$ cat src/design/bhm_pkg.sv
// ----------------------------------------------------------------------------
// bhm_pkg: shared types and constants of the backend health monitor
// Event codes, lazy states, mode codes, register indexes and the control
// structures passed between the core and its window and scheduler units.
// ----------------------------------------------------------------------------
package bhm_pkg;

	localparam int WINDOW_DEF = 128;

	localparam int TIME_W    = 32;
	localparam int RUN_W     = 16;
	localparam int DELAY_W   = 24;
	localparam int EXP_LIMIT = 24;
	localparam int SHIFT_W   = 16 + EXP_LIMIT - 1;
	localparam int CFG_W     = 24;
	localparam int PCT_SCALE = 100;

	typedef enum logic [1:0] {
		ACT_POLL     = 2'd0,
		ACT_RESULT   = 2'd1,
		ACT_RESPONSE = 2'd2,
		ACT_TIMEOUT  = 2'd3
	} action_t;

	typedef enum logic [1:0] {
		LZ_HEALTHY   = 2'd0,
		LZ_POTENTIAL = 2'd1,
		LZ_FAILED    = 2'd2
	} lazy_t;

	localparam logic [2:0] MODE_AUTO        = 3'd0;
	localparam logic [2:0] MODE_LAZY_TO_LIN = 3'd1;
	localparam logic [2:0] MODE_LAZY_TO_EXP = 3'd2;
	localparam logic [2:0] MODE_LAZY_SF_LIN = 3'd3;
	localparam logic [2:0] MODE_LAZY_SF_EXP = 3'd4;

	localparam logic [2:0] REG_MODE            = 3'd0;
	localparam logic [2:0] REG_CHECK_INTERVAL  = 3'd1;
	localparam logic [2:0] REG_RISE_COUNT      = 3'd2;
	localparam logic [2:0] REG_FALL_COUNT      = 3'd3;
	localparam logic [2:0] REG_MIN_SAMPLES     = 3'd4;
	localparam logic [2:0] REG_FAIL_PERCENT    = 3'd5;
	localparam logic [2:0] REG_FAILED_INTERVAL = 3'd6;
	localparam logic [2:0] REG_MAX_BACKOFF     = 3'd7;

	localparam logic [3:0] RCODE_SERVFAIL = 4'd2;

	// window update for one transaction
	typedef struct packed {
		logic push;
		logic fail;
		logic clear;
	} win_ctrl_t;

	// inputs of one next-check computation
	typedef struct packed {
		logic              exp_mode;
		lazy_t             status;
		logic              success_nz;
		logic [RUN_W-1:0]  fail_run;
		logic              scheduled;
		logic [TIME_W-1:0] now;
	} sched_req_t;

	function automatic logic [RUN_W-1:0] sat_inc16(input logic [RUN_W-1:0] v);
		sat_inc16 = (&v) ? v : v + RUN_W'(1);
	endfunction

endpackage

$ cat src/design/backend_health_monitor_core.sv
// ----------------------------------------------------------------------------
// backend_health_monitor_core: health tracking for one back-end server
// Event-driven up/down status, lazy failure detection and check scheduling.
// ----------------------------------------------------------------------------
// Usage:
//   Input channel (in_valid/in_stall) carries one event transaction: a poll,
//   a check result, a query response or a timeout. Output channel
//   (out_valid/out_stall) returns exactly one result transaction per event:
//   send_check, is_up, lazy_state and next_check_time after the event.
//   Configuration registers are written through cfg_we/cfg_index/cfg_data
//   while no event is in flight.
//   Results are registered: an accepted event is held in the input register,
//   then its outcome in the result register, which out_valid presents.
//   Throughput: one event per cycle while out_stall does not hold a result;
//   all state is updated in the cycle the event leaves the input register,
//   the window memory keeps its oldest entry prefetched, so there is no
//   dependency stall.
//   Reset: all status and counters return to their initial values at once;
//   the outcome memory needs no clearing pass, running counts tell which
//   entries are live.
//   Stall: while out_stall holds a waiting result, one more event is taken
//   into the input register; in_stall then rises until the result drains.
// ----------------------------------------------------------------------------
module backend_health_monitor_core
	import bhm_pkg::*;
#(
	parameter int WINDOW = WINDOW_DEF
) (
	input  logic                clk,
	input  logic                arst_n,
	// configuration
	input  logic                cfg_we,
	input  logic [2:0]          cfg_index,
	input  logic [CFG_W-1:0]    cfg_data,
	// event channel
	input  logic                in_valid,
	output logic                in_stall,
	input  logic [1:0]          action,
	input  logic [TIME_W-1:0]   now,
	input  logic                check_ok,
	input  logic                initial_req,
	input  logic [3:0]          rcode,
	// result channel
	output logic                out_valid,
	input  logic                out_stall,
	output logic                send_check,
	output logic                is_up,
	output logic [1:0]          lazy_state,
	output logic [TIME_W-1:0]   next_check_time
);

	// configuration registers
	logic [2:0]         mode_q;
	logic [15:0]        check_interval_q;
	logic [7:0]         rise_count_q;
	logic [7:0]         fall_count_q;
	logic [7:0]         min_samples_q;
	logic [6:0]         fail_percent_q;
	logic [15:0]        failed_interval_q;
	logic [DELAY_W-1:0] max_backoff_q;

	// input register
	logic              valid_s1;
	action_t           action_s1;
	logic [TIME_W-1:0] now_s1;
	logic              check_ok_s1;
	logic              initial_req_s1;
	logic [3:0]        rcode_s1;

	// result register
	logic              valid_s2;
	logic              send_check_s2;
	logic              is_up_s2;
	lazy_t             lazy_state_s2;
	logic [TIME_W-1:0] next_check_time_s2;

	// server state
	logic              up_q, up_d;
	lazy_t             status_q, status_d;
	logic [RUN_W-1:0]  fail_run_q, fail_run_d;
	logic [RUN_W-1:0]  success_run_q, success_run_d;
	logic [15:0]       countdown_q, countdown_d;
	logic [TIME_W-1:0] next_check_q;

	logic              out_free, fire, accept;
	logic              is_lazy, is_exp, counts_sf;
	logic              send;
	logic              sched_en, sched_scheduled;
	logic              next_up;
	logic              win_push, win_fail, win_clear;
	logic              trigger;
	logic [RUN_W-1:0]  fail_inc, success_inc;
	logic [TIME_W-1:0] sched_time;
	win_ctrl_t         win_ctrl;
	sched_req_t        sched_req;

	// ------------------------------------------------------------------
	// configuration writes
	// ------------------------------------------------------------------
	always_ff @(posedge clk or negedge arst_n) begin
		if (!arst_n) begin
			mode_q            <= MODE_AUTO;
			check_interval_q  <= 16'd1;
			rise_count_q      <= 8'd1;
			fall_count_q      <= 8'd1;
			min_samples_q     <= 8'd1;
			fail_percent_q    <= 7'd20;
			failed_interval_q <= 16'd30;
			max_backoff_q     <= DELAY_W'(3600);
		end else if (cfg_we) begin
			unique case (cfg_index)
				REG_MODE:            mode_q            <= cfg_data[2:0];
				REG_CHECK_INTERVAL:  check_interval_q  <= cfg_data[15:0];
				REG_RISE_COUNT:      rise_count_q      <= cfg_data[7:0];
				REG_FALL_COUNT:      fall_count_q      <= cfg_data[7:0];
				REG_MIN_SAMPLES:     min_samples_q     <= cfg_data[7:0];
				REG_FAIL_PERCENT:    fail_percent_q    <= cfg_data[6:0];
				REG_FAILED_INTERVAL: failed_interval_q <= cfg_data[15:0];
				REG_MAX_BACKOFF:     max_backoff_q     <= cfg_data[DELAY_W-1:0];
				default: ;
			endcase
		end
	end

	// modes above the lazy range behave as auto
	assign is_lazy   = (mode_q >= MODE_LAZY_TO_LIN) && (mode_q <= MODE_LAZY_SF_EXP);
	assign is_exp    = (mode_q == MODE_LAZY_TO_EXP) || (mode_q == MODE_LAZY_SF_EXP);
	assign counts_sf = (mode_q == MODE_LAZY_SF_LIN) || (mode_q == MODE_LAZY_SF_EXP);

	// ------------------------------------------------------------------
	// handshake: the result register frees up when empty or being taken
	// ------------------------------------------------------------------
	assign out_free = !valid_s2 || !out_stall;
	assign fire     = valid_s1 && out_free;
	assign in_stall = valid_s1 && !out_free;
	assign accept   = in_valid && !in_stall;

	always_ff @(posedge clk or negedge arst_n) begin
		if (!arst_n) begin
			valid_s1 <= 1'b0;
		end else if (accept) begin
			valid_s1 <= 1'b1;
		end else if (fire) begin
			valid_s1 <= 1'b0;
		end
	end

	// payload holds while stalled
	always_ff @(posedge clk) begin
		if (accept) begin
			action_s1      <= action_t'(action);
			now_s1         <= now;
			check_ok_s1    <= check_ok;
			initial_req_s1 <= initial_req;
			rcode_s1       <= rcode;
		end
	end

	// ------------------------------------------------------------------
	// event decode and next state
	// ------------------------------------------------------------------
	assign fail_inc    = sat_inc16(fail_run_q);
	assign success_inc = sat_inc16(success_run_q);

	always_comb begin
		up_d            = up_q;
		status_d        = status_q;
		fail_run_d      = fail_run_q;
		success_run_d   = success_run_q;
		countdown_d     = countdown_q;
		send            = 1'b0;
		sched_en        = 1'b0;
		sched_scheduled = 1'b0;
		next_up         = up_q;
		win_push        = 1'b0;
		win_fail        = 1'b0;
		win_clear       = 1'b0;
		unique case (action_s1)
			ACT_POLL: begin
				if (is_lazy) begin
					case (status_q)
						LZ_POTENTIAL: send = 1'b1;
						LZ_FAILED: begin
							if (next_check_q <= now_s1) begin
								sched_en        = 1'b1;
								sched_scheduled = 1'b1;
								send            = 1'b1;
							end
						end
						default: begin
							// judge the window failure rate
							if (trigger) begin
								win_clear       = 1'b1;
								status_d        = LZ_POTENTIAL;
								sched_en        = 1'b1;
								sched_scheduled = 1'b1;
								send            = 1'b1;
							end
						end
					endcase
				end else if (countdown_q > 16'd1) begin
					countdown_d = countdown_q - 16'd1;
				end else begin
					countdown_d = check_interval_q;
					send        = 1'b1;
				end
			end
			ACT_RESULT: begin
				if (initial_req_s1) begin
					// start-up check bypasses hysteresis
					up_d = check_ok_s1;
					if (!check_ok_s1) begin
						fail_run_d = fail_inc;
						status_d   = LZ_FAILED;
						sched_en   = 1'b1;
					end
				end else if (check_ok_s1) begin
					next_up    = 1'b1;
					fail_run_d = '0;
					if (!up_q) begin
						success_run_d = success_inc;
						if (success_inc < RUN_W'(rise_count_q)) begin
							next_up  = 1'b0;
							sched_en = is_lazy;
						end
					end
					if (next_up && is_lazy) begin
						status_d  = LZ_HEALTHY;
						win_clear = 1'b1;
					end
					up_d = next_up;
				end else begin
					next_up       = 1'b0;
					success_run_d = '0;
					fail_run_d    = fail_inc;
					if (up_q) begin
						if (fail_inc < RUN_W'(fall_count_q)) begin
							next_up = 1'b1;
						end else if (is_lazy) begin
							status_d   = LZ_FAILED;
							fail_run_d = '0;
							sched_en   = 1'b1;
						end
					end
					up_d = next_up;
				end
			end
			ACT_RESPONSE: begin
				win_push = is_lazy;
				win_fail = counts_sf && (rcode_s1 == RCODE_SERVFAIL);
			end
			ACT_TIMEOUT: begin
				win_push = is_lazy;
				win_fail = 1'b1;
			end
			default: ;
		endcase
	end

	// window only moves when the transaction leaves the input register
	assign win_ctrl.push  = win_push && fire;
	assign win_ctrl.fail  = win_fail;
	assign win_ctrl.clear = win_clear && fire;

	bhm_window #(
		.WINDOW(WINDOW)
	) u_window (
		.clk          (clk),
		.arst_n       (arst_n),
		.ctrl         (win_ctrl),
		.min_samples  (min_samples_q),
		.fail_percent (fail_percent_q),
		.trigger      (trigger)
	);

	// scheduler sees the state as it stands after this event
	assign sched_req.exp_mode   = is_exp;
	assign sched_req.status     = status_d;
	assign sched_req.success_nz = (success_run_d != '0);
	assign sched_req.fail_run   = fail_run_d;
	assign sched_req.scheduled  = sched_scheduled;
	assign sched_req.now        = now_s1;

	bhm_sched u_sched (
		.req             (sched_req),
		.check_interval  (check_interval_q),
		.failed_interval (failed_interval_q),
		.max_backoff     (max_backoff_q),
		.next_time       (sched_time)
	);

	// ------------------------------------------------------------------
	// commit state on fire
	// ------------------------------------------------------------------
	always_ff @(posedge clk or negedge arst_n) begin
		if (!arst_n) begin
			up_q          <= 1'b1;
			status_q      <= LZ_HEALTHY;
			fail_run_q    <= '0;
			success_run_q <= '0;
			countdown_q   <= '0;
			next_check_q  <= '0;
		end else if (fire) begin
			up_q          <= up_d;
			status_q      <= status_d;
			fail_run_q    <= fail_run_d;
			success_run_q <= success_run_d;
			countdown_q   <= countdown_d;
			if (sched_en)
				next_check_q <= sched_time;
		end
	end

	// ------------------------------------------------------------------
	// result register
	// ------------------------------------------------------------------
	always_ff @(posedge clk or negedge arst_n) begin
		if (!arst_n) begin
			valid_s2 <= 1'b0;
		end else if (out_free) begin
			valid_s2 <= fire;
		end
	end

	always_ff @(posedge clk) begin
		if (fire) begin
			send_check_s2      <= send;
			is_up_s2           <= up_d;
			lazy_state_s2      <= status_d;
			next_check_time_s2 <= sched_en ? sched_time : next_check_q;
		end
	end

	assign out_valid       = valid_s2;
	assign send_check      = send_check_s2;
	assign is_up           = is_up_s2;
	assign lazy_state      = lazy_state_s2;
	assign next_check_time = next_check_time_s2;

`ifndef SYNTHESIS
	a_stall_needs_item: assert property (@(posedge clk) disable iff (!arst_n)
		in_stall |-> valid_s1 && valid_s2)
		else $error("input stalled with nothing to hold");
	a_drain: assert property (@(posedge clk) disable iff (!arst_n)
		valid_s2 && !out_stall && !fire |=> !valid_s2)
		else $error("taken result still presented");
	a_send_only_poll: assert property (@(posedge clk) disable iff (!arst_n)
		fire && (action_s1 != ACT_POLL) |=> !send_check_s2)
		else $error("check requested by a non-poll event");
	a_sched_commit: assert property (@(posedge clk) disable iff (!arst_n)
		fire && sched_en |=> next_check_q == next_check_time_s2)
		else $error("result time differs from scheduled time");
`endif

endmodule

$ cat src/design/bhm_window.sv
// ----------------------------------------------------------------------------
// bhm_window: circular window of recent query outcomes
// Keeps running sample and failure counts over a one-bit outcome memory and
// flags when the failure rate reaches the configured threshold over at least min_samples samples.
// ----------------------------------------------------------------------------
module bhm_window
	import bhm_pkg::*;
#(
	parameter int WINDOW = WINDOW_DEF
) (
	input  logic      clk,
	input  logic      arst_n,
	input  win_ctrl_t ctrl,
	input  logic [7:0] min_samples,
	input  logic [6:0] fail_percent,
	output logic      trigger
);

	localparam int HW = (WINDOW > 1) ? $clog2(WINDOW) : 1;
	localparam int CW = $clog2(WINDOW + 1);
	localparam int JW = (CW > 8) ? CW : 8;
	localparam int PW = CW + 7;

	logic          mem [WINDOW];
	logic          oldest_q;
	logic [HW-1:0] head_q, head_d;
	logic [CW-1:0] count_q, count_d;
	logic [CW-1:0] fails_q, fails_d;
	logic          full;
	logic [PW-1:0] fail_scaled, thresh;

	assign full = (count_q == CW'(WINDOW));

	always_comb begin
		head_d  = head_q;
		count_d = count_q;
		fails_d = fails_q;
		if (ctrl.clear) begin
			count_d = '0;
			fails_d = '0;
		end else if (ctrl.push) begin
			if (full) begin
				if (oldest_q && (fails_q != '0))
					fails_d = fails_q - CW'(1);
			end else begin
				count_d = count_q + CW'(1);
			end
			if (ctrl.fail)
				fails_d = fails_d + CW'(1);
			head_d = (head_q == HW'(WINDOW - 1)) ? '0 : head_q + HW'(1);
		end
	end

	always_ff @(posedge clk or negedge arst_n) begin
		if (!arst_n) begin
			head_q  <= '0;
			count_q <= '0;
			fails_q <= '0;
		end else begin
			head_q  <= head_d;
			count_q <= count_d;
			fails_q <= fails_d;
		end
	end

	// keep the entry at the next head prefetched so the oldest bit is ready
	always_ff @(posedge clk) begin
		if (ctrl.push && !ctrl.clear)
			mem[head_q] <= ctrl.fail;
		if (ctrl.push && !ctrl.clear && (head_q == head_d))
			oldest_q <= ctrl.fail;
		else
			oldest_q <= mem[head_d];
	end

	assign fail_scaled = PW'(fails_q) * PW'(PCT_SCALE);
	assign thresh      = PW'(fail_percent) * PW'(count_q);
	assign trigger     = (JW'(count_q) >= JW'(min_samples)) && (count_q != '0) &&
	                     (fail_scaled >= thresh);

`ifndef SYNTHESIS
	a_count_bound: assert property (@(posedge clk) disable iff (!arst_n)
		count_q <= CW'(WINDOW))
		else $error("window count above depth");
	a_fails_bound: assert property (@(posedge clk) disable iff (!arst_n)
		fails_q <= count_q)
		else $error("window failures above sample count");
	a_clear_empty: assert property (@(posedge clk) disable iff (!arst_n)
		ctrl.clear |=> (count_q == '0) && (fails_q == '0))
		else $error("window not empty after clear");
`endif

endmodule

$ cat src/design/bhm_sched.sv
// ----------------------------------------------------------------------------
// bhm_sched: next lazy check time
// Picks a fixed, recheck or exponential backoff delay, limits it and adds it
// to the current time with saturation.
// ----------------------------------------------------------------------------
module bhm_sched
	import bhm_pkg::*;
(
	input  sched_req_t          req,
	input  logic [15:0]         check_interval,
	input  logic [15:0]         failed_interval,
	input  logic [DELAY_W-1:0]  max_backoff,
	output logic [TIME_W-1:0]   next_time
);

	logic [RUN_W-1:0]   n;
	logic [SHIFT_W-1:0] shifted;
	logic [DELAY_W-1:0] delay;
	logic [TIME_W:0]    sum;

	assign n       = req.fail_run + RUN_W'(req.scheduled);
	assign shifted = SHIFT_W'(failed_interval) << n[4:0];

	always_comb begin
		if (!req.exp_mode)
			delay = DELAY_W'(failed_interval);
		else if (req.status == LZ_POTENTIAL)
			delay = DELAY_W'(check_interval);
		else if (req.success_nz)
			delay = DELAY_W'(failed_interval);
		else if (failed_interval == '0)
			delay = '0;
		else if (n >= RUN_W'(EXP_LIMIT))
			delay = max_backoff;
		else if (shifted > SHIFT_W'(max_backoff))
			delay = max_backoff;
		else
			delay = shifted[DELAY_W-1:0];
	end

	assign sum       = (TIME_W + 1)'(req.now) + (TIME_W + 1)'(delay);
	assign next_time = sum[TIME_W] ? '1 : sum[TIME_W-1:0];

endmodule
$ cat config.mk
export PLATFORM = sky130hd
export DESIGN_NAME = backend_health_monitor_core
export DESIGN_NICKNAME = d
export VERILOG_FILES = /design/src/design/bhm_pkg.sv /design/src/design/backend_health_monitor_core.sv /design/src/design/bhm_window.sv /design/src/design/bhm_sched.sv
export SDC_FILE = /design/constraint.sdc
export NUM_CORES = 1
export LEC_CHECK = 0
export ABC_AREA = 1
export BUFFER_PORTS_ARGS = -buffer_cell sky130_fd_sc_hd__buf_2
export CAP_MARGIN = 5
export CORE_ASPECT_RATIO = 1.4
export CORE_MARGIN = 2
export CORE_UTILIZATION = 50
export CTS_BUF_LIST = sky130_fd_sc_hd__clkbuf_16
export CTS_CLUSTER_SIZE = 16
export DETAILED_ROUTE_END_ITERATION = 10
export PLACE_DENSITY = 0.65
export SYNTH_ARGS = -nofsm -noshare
export SYNTH_HDL_FRONTEND = slang
export SYNTH_SLANG_ARGS = --single-unit
$ cat constraint.sdc
create_clock -name clk -period 13.4 [get_ports clk]
set_input_delay 2.01 -clock clk [delete_from_list [all_inputs] [get_ports clk]]
set_output_delay 2.01 -clock clk [all_outputs]
set_load 0.01 [all_outputs]
; After elaboration in Yosys (flattened, before gate mapping)
; Memory sizes are Yosys's and may differ from the RTL's. A register that Yosys moved wholly into a read port is not among the register bits.
; Cells that the tools add are included.
[totals]
regBits = 274
ramBits = 128
in_bits = 72
output_inout_bits = 38
word_cells = 199
mem_count = 1
[op_classes]
add_sub_neg = 9
multipliers = 2
n_lt_le_gt_ge = 10
n_eq_ne = 20
n_shift = 1
n_mux = 85
n_bitwise = 1
n_reduce_logical = 42
[memory_table]
columns = name, depth, width, rd, rd_ports_with_merged_regs, write_ports, line_no
row1 = u_window.mem, 128, 1, 1, 1, 1, bhm_window.sv:24  ; logic mem [WINDOW];
[op_table]
columns = cell, count
row1 = $mux 16, 14
row2 = $mux 24, 6
row3 = $mux 8, 10
row4 = $mux 32, 2
row5 = $gt 39x24->1, 1
row6 = $shl 16x5->39, 1
row7 = $mux 1, 34
row8 = $add 32x24->33, 1
row9 = $add 16x1->16 const B, 2
row10 = $le 32x32->1, 1
row11 = $lt 16x8->1, 2
row12 = $reduce_and 16->1, 2
row13 = $mux 7, 3
row14 = $mux 2, 10
row15 = $reduce_and 2->1, 9
row16 = $add 16x1->16, 1
row17 = $add 8x1->8 const B, 2
row18 = $ge 16x5->1 const B, 1
row19 = $gt 16x1->1 const B, 1
row20 = $logic_not 16->1, 1
row21 = $reduce_bool 16->1, 1
row22 = $reduce_bool 8->1, 2
row23 = $sub 16x1->16 const B, 1
row24 = $eq 3x3->1 const B, 5
row25 = other kinds (27), 57

; Depth between registers and ports, before layout
[depth]
ltp_word = 20
depth_mapped = 91
ltp_nobuf = 88

; By module
; From an unflattened synthesis, not the netlist that was laid out.
[unflattened]
hier_cells = 3739
area_unflattened_um2 = 28498.6
[by_module_without_submodules]
columns = module, n_inst, cells_each, area_per_inst_um2, seq_area_each_um2
row1 = backend_health_monitor_core, 1, 1559, 13225.2, 6680.2
row2 = bhm_window, 1, 1257, 10631.4, 4439.3
row3 = bhm_sched, 1, 923, 4642.0, 0.0

; Worst setup path before layout
; No wires, ideal clock.
[synth_timing]
kind = register to register
from = reg fail_percent_q[4]
to = reg next_check_time_s2[29], in the netlist next_check_time[29] (data pin)
setup_ns = 0.257
arrival_ns = 12.342
slack_ns = 0.801
path_stages_with_launch = 84
path_buffers = 4
synth_period_minus_slack_ns = 12.599
path_cell_list = dfstp_2 > clkbuf_1 > nand2_1 > fa_1 > fa_1 > inv_1 > fa_1 > inv_1 > fa_1 > inv_1 > ha_1 > inv_1 > o21ai_0 > nand2_1 > nand2_1 > a21oi_1 > o21bai_1 > a21oi_1 > [48 not listed] > nor3_1 > nor2_1 > o21ai_0 > nand3_1 > nand2_1 > nand3_1 > nand2_1 > a21boi_0 > o21ai_0 > a21boi_0 > o21ai_0 > a21oi_1 > o21ai_0 > nand3_1 > nor2_1 > xor2_1 > o22ai_1 > inv_1
[synth_between]
elab_chain_len = 19
word_cells_on_any_way = 26
classes_between = 2 x add/sub / 1 x mul / 3 x order compare / 1 x eq/ne / 1 x shift / 17 x mux / 1 x reduce/logical
[synth_lines]
columns = item, line_no
row1 = "start, declared", backend_health_monitor_core.sv:58  ; logic [6:0] fail_percent_q;
row2 = "start signal, assigned", backend_health_monitor_core.sv:117  ; REG_FAIL_PERCENT: fail_percent_q <= cfg_data[6:0];
row3 = $mul 7x8->15 (*), bhm_window.sv:77  ; assign thresh = PW'(fail_percent) * PW'(count_q);
row4 = $ge 15x15->1 (*), bhm_window.sv:79  ; (fail_scaled >= thresh);
row5 = $logic_and 1x1->1 (*), bhm_window.sv:78  ; assign trigger = (JW'(count_q) >= JW'(min_samples)) && (count_q != '0) &&
row6 = $mux 1, backend_health_monitor_core.sv:192  ; if (trigger) begin
row7 = $pmux 1 s2, backend_health_monitor_core.sv:181  ; case (status_q)
row8 = $mux 1, backend_health_monitor_core.sv:180  ; if (is_lazy) begin
row9 = $mux 1, backend_health_monitor_core.sv:178  ; unique case (action_s1)
row10 = $add 16x1->16, bhm_sched.sv:21  ; assign n = req.fail_run + RUN_W'(req.scheduled);
row11 = [3 not listed], n/a
row12 = $mux 24, bhm_sched.sv:33  ; else if (n >= RUN_W'(EXP_LIMIT))
row13 = $mux 24, bhm_sched.sv:31  ; else if (failed_interval == '0)
row14 = $mux 24, bhm_sched.sv:29  ; else if (req.success_nz)
row15 = $mux 24, bhm_sched.sv:27  ; else if (req.status == LZ_POTENTIAL)
row16 = $mux 24, bhm_sched.sv:25  ; if (!req.exp_mode)
row17 = $add 32x24->33, bhm_sched.sv:41  ; assign sum = (TIME_W + 1)'(req.now) + (TIME_W + 1)'(delay);
row18 = $mux 32, bhm_sched.sv:42  ; assign next_time = sum[TIME_W] ? '1 : sum[TIME_W-1:0];
row19 = $mux 32 (*), n/a
row20 = "end signal, assigned", backend_health_monitor_core.sv:330  ; next_check_time_s2 <= sched_en ? sched_time : next_check_q;
row21 = "end, declared", backend_health_monitor_core.sv:75  ; logic [TIME_W-1:0] next_check_time_s2;
; Mark *: on every way between the ends. The rest lies on a longest branch, timed or not.
; A chain may end at the register's enable or synchronous reset.

; Final worst setup path
[layout_timing]
from = reg fail_percent_q[2]
to = reg next_check_time_s2[25], in the netlist next_check_time[25] (data pin)
; The elaborated chain is that of the path after synthesis.

==> results.md <==
* Status: completed
* Synth Flop Type: edfxtp_1
* Clock buffer depth at 3
* Tmin final at 12.89 ns
* RR Startpoint: fail_percent_q[2]$_DFFE_PN1P_
* Hold slack final at 0.485 ns
* Highest clock rate at 77.6 MHz
* TritonCTS buffer count at 42
* Fin. max-slew vios at 0
* Die Span X at 201 microns
* Share of Yosys cell area claimed by the top area cell type at 0.226
* CP arrival at 13.26 ns
* Root Driver: clkbuf_16
* 1st-pass router iterations at 8
* P_leak at between 10 and 15 nW
* Setup_tns at 0 ns
* Pin count of the biggest net entering global routing at 126
* Drt first-iter violations at between 1500 and 2000
* Remaining Overflow, GRT at 0
* Largest area contributor in the netlist: edfxtp_1
* Synth top cells by count: nand2_1 (706), inv_1 (475), nor2_1 (413), o21ai_0 (371), edfxtp_1 (204)
* # DRC at 0
* Most instantiated library cell after synthesis: nand2_1
* Yosys cell types at 58
* Die height at 279 microns
* Synth area leaders: edfxtp_1 (23%), dfrtp_1 (17%), nand2_1 (9.8%), ha_1 (9.2%), o21ai_0 (6.9%)
* FF-to-FF setup slack at 0.51 ns
* Most used cell, CP: nand2_1
* Nets at 3920
* Routed WL at 82.4 mm
* Post-synth EDFFs at 204
* I/O pin cnt at 110
* Core ar. at 0.0533 sq mm
* DR vias at between 20000 and 25000
* Clock sink count at 403
* Initial core utilization at 0.508
* Maxcap violations at 0
* Initial antenna violation count at 4
* Crit-path slowest cell: dfstp_2
* Register area at between 0.01 and 0.015 sq mm
* Max VDD drop at 165 uV
* Post-route antenna net violation count at 0
* Port Buf Inserts at 109
* Gp weighted congestion at 0.966
* CP max FO at 13
* Max stage delay on crit path at between 0.5 and 0.6 ns
* Slew @ Worst Pin at approximately 1.4 ns
* Worst Path Required at 13.77 ns
* Seq/Total Area, Yosys at 0.411
* Synth Instances at 3422
* Mean cell area of the mapped netlist at about 7.9 sq um
* Share of cells above drive strength 1 at 0.145
* CTS tree: done
* Crit path to: next_check_time[25]$_DFFE_PP_
* Final setup viols at 0
* Vias in the first global route at between 20000 and 25000
* Reg-to-reg critical path endpoint: next_check_time[25]$_DFFE_PP_
* Global router's overall resource usage at 0.289
* Multi-input gate area at 0.0141 sq mm
* Synthesis-to-finish area growth at 15.9%
* YS warnings at 0
* Final period util at 0.962
* Row cnt at 100
* # H-tree levels at 2
* Critical path class: reg -> reg
* Cts hold-fix bufs at 0
* Dpl hpwl at 60.3 mm
* Avg WL per Cell at 18.9 microns
* Post-DR vias/cell at 5.54
* CP startpoint kind: register
* Die ar. at around 0.056 sq mm
* Worst setup path start: fail_percent_q[2]$_DFFE_PN1P_
* Synthesized net count at about 3700
* Hold Violations, Final at 0
* R2R depth at 82
* First-pass GRT wire length at 128 mm
* Number of synthesized register bits at 403
* Clk_skew at 0.0456 ns
* Clk_lat worst skew at 0.61 ns
* Clk slew on worst S/H paths at around 0.06 ns
* CP Capture Type: register
* Worst Hold Class: reg -> reg
* Mapped Area at 0.0271 sq mm
* Slew margin rel. at 0.0685
* Asr flop ratio synth at 0.491
* Cell Pwr Density at slightly above 200 mW/mm^2
* Fill cells at 4888
## worst max-delay path: cells and delay by family (launching register included)
family / cells / cell delay, ns
AO/OA/AOI/OAI: 22 / 3.49
XOR/XNOR: 1 / 0.15
adder cells (fa/ha/maj): 9 / 3.06
buffers and inverters: 15 / 1.64
flip-flops: 1 / 0.56
AND/OR/NAND/NOR: 35 / 3.73
## worst min-delay path by stage
stage          slack (ns)  cells after the start                             from                         endpoint
5_1_grt              0.52                      2     min_samples_q[4]$_DFFE_PN0P_     min_samples_q[4]$_DFFE_PN0P_
2_1_floorplan        0.45                      2  check_interval_q[7]$_DFFE_PN0P_  check_interval_q[7]$_DFFE_PN0P_
3_3_place_gp         0.47                      2  check_interval_q[7]$_DFFE_PN0P_  check_interval_q[7]$_DFFE_PN0P_
3_5_place_dp         0.47                      2      rise_count_q[1]$_DFFE_PN0P_      rise_count_q[1]$_DFFE_PN0P_
6_report             0.49                      2     min_samples_q[3]$_DFFE_PN0P_     min_samples_q[3]$_DFFE_PN0P_
4_1_cts              0.49                      2      rise_count_q[1]$_DFFE_PN0P_      rise_count_q[1]$_DFFE_PN0P_
## metrics by stage
| step | total power, mW | std cells | util | setup slack [ns] | cell area (sq um) |
|---|---|---|---|---|---|
| after floorplan | 3.89 | 3422 | - | 0.801 | 27100 |
| after global placement | 4.95 | 4263 | 0.547 | -0.486 | 29200 |
| after detailed placement | 5.04 | 4263 | 0.547 | -0.637 | 29200 |
| after CTS | 6.24 | 4346 | 0.575 | -0.0349 | 30600 |
| after global routing | 6.95 | 4364 | 0.589 | -0.248 | 31400 |
| final | 6.44 | 4369 | 0.589 | 0.509 | 31400 |
## final cells by class
class / count / share of cell area
Multi-Input combinational cell: 2397 / 0.451
Sequential cell: 403 / 0.354
Timing Repair Buffer: 280 / 0.0644
Inverter: 492 / 0.0592
Clock buffer: 42 / 0.0335
Tap cell: 714 / 0.0285
Clock inverter: 36 / 0.00925
Antenna cell: 5 / 0.000399
## logic make-up (layout without fill, tap and decap cells)
group           count (synthesis)  count (layout)  synth area share
compound gates                721             721             0.148
xor+xnor                       92              92            0.0298
fa+ha+maj                     232             232             0.116
buf+inv                       622             850            0.0882
flops                         403             403             0.411
mux                             1               1          0.000370
other cells                     0               5                 0
simple gates                 1351            1351             0.207
## sequential cells by signal, summed over array words and instances, names as in the netlist, 2 cells and up
| name | count |
|---|---|
| fail_run_q | 16 |
| u_window.fails_q | 8 |
| fall_count_q | 8 |
| success_run_q | 16 |
| u_window.mem | 128 |
| u_window.head_q | 7 |
| u_window.count_q | 8 |
| mode_q | 3 |
| now_s1 | 32 |
| fail_percent_q | 7 |
| lazy_state | 2 |
| next_check_time | 32 |
| failed_interval_q | 16 |
| check_interval_q | 16 |
| next_check_q | 32 |
| rcode_s1 | 4 |
| countdown_q | 16 |
| status_q | 2 |
| min_samples_q | 8 |
| action_s1 | 2 |
| rise_count_q | 8 |
| max_backoff_q | 24 |
## cells in the final DEF, fill, tap and decap left out, types with 14 or more instances in the layout
cell type and instances:
xor2_1 66, a21oi_1 135, dfrtp_1 181, nor2_1 400, o21ai_2 24, a22oi_1 17, clkinv_1 18, edfxtp_1 204
nand2_2 23, o21ai_0 332, nand3_1 98, buf_2 108, fa_1 32, inv_2 18, dfstp_2 15, a21oi_2 19
nor2_2 14, o21ai_1 39, nor4_1 14, inv_1 470, xnor2_1 26, buf_4 155, nand4_1 37, nor3_1 37
o22ai_1 57, ha_1 192, clkbuf_16 45, nand2_1 692
## layer usage
metal	track usage	wire length (microns)
met5	0	15
met4	0.178	5620
met3	0.0314	3840
met2	0.537	42400
met1	0.316	30500
## what timing repair did
item                                   CTS  global route
pin swaps                                4            52
setup endpoints to repair               64            64
resized for setup                       20           159
setup buffers                            4            18
gates cloned                             1             3
endpoints found under the hold margin    0             0
## report_power, final
group	switching, mW	total (mW)	internal [mW]
clock network	0.527	1.15	0.619
logic	2.15	3.50	1.35
registers	0.225	1.79	1.57
total	2.90	6.44	3.53
Power figures use the tool's default switching activity.
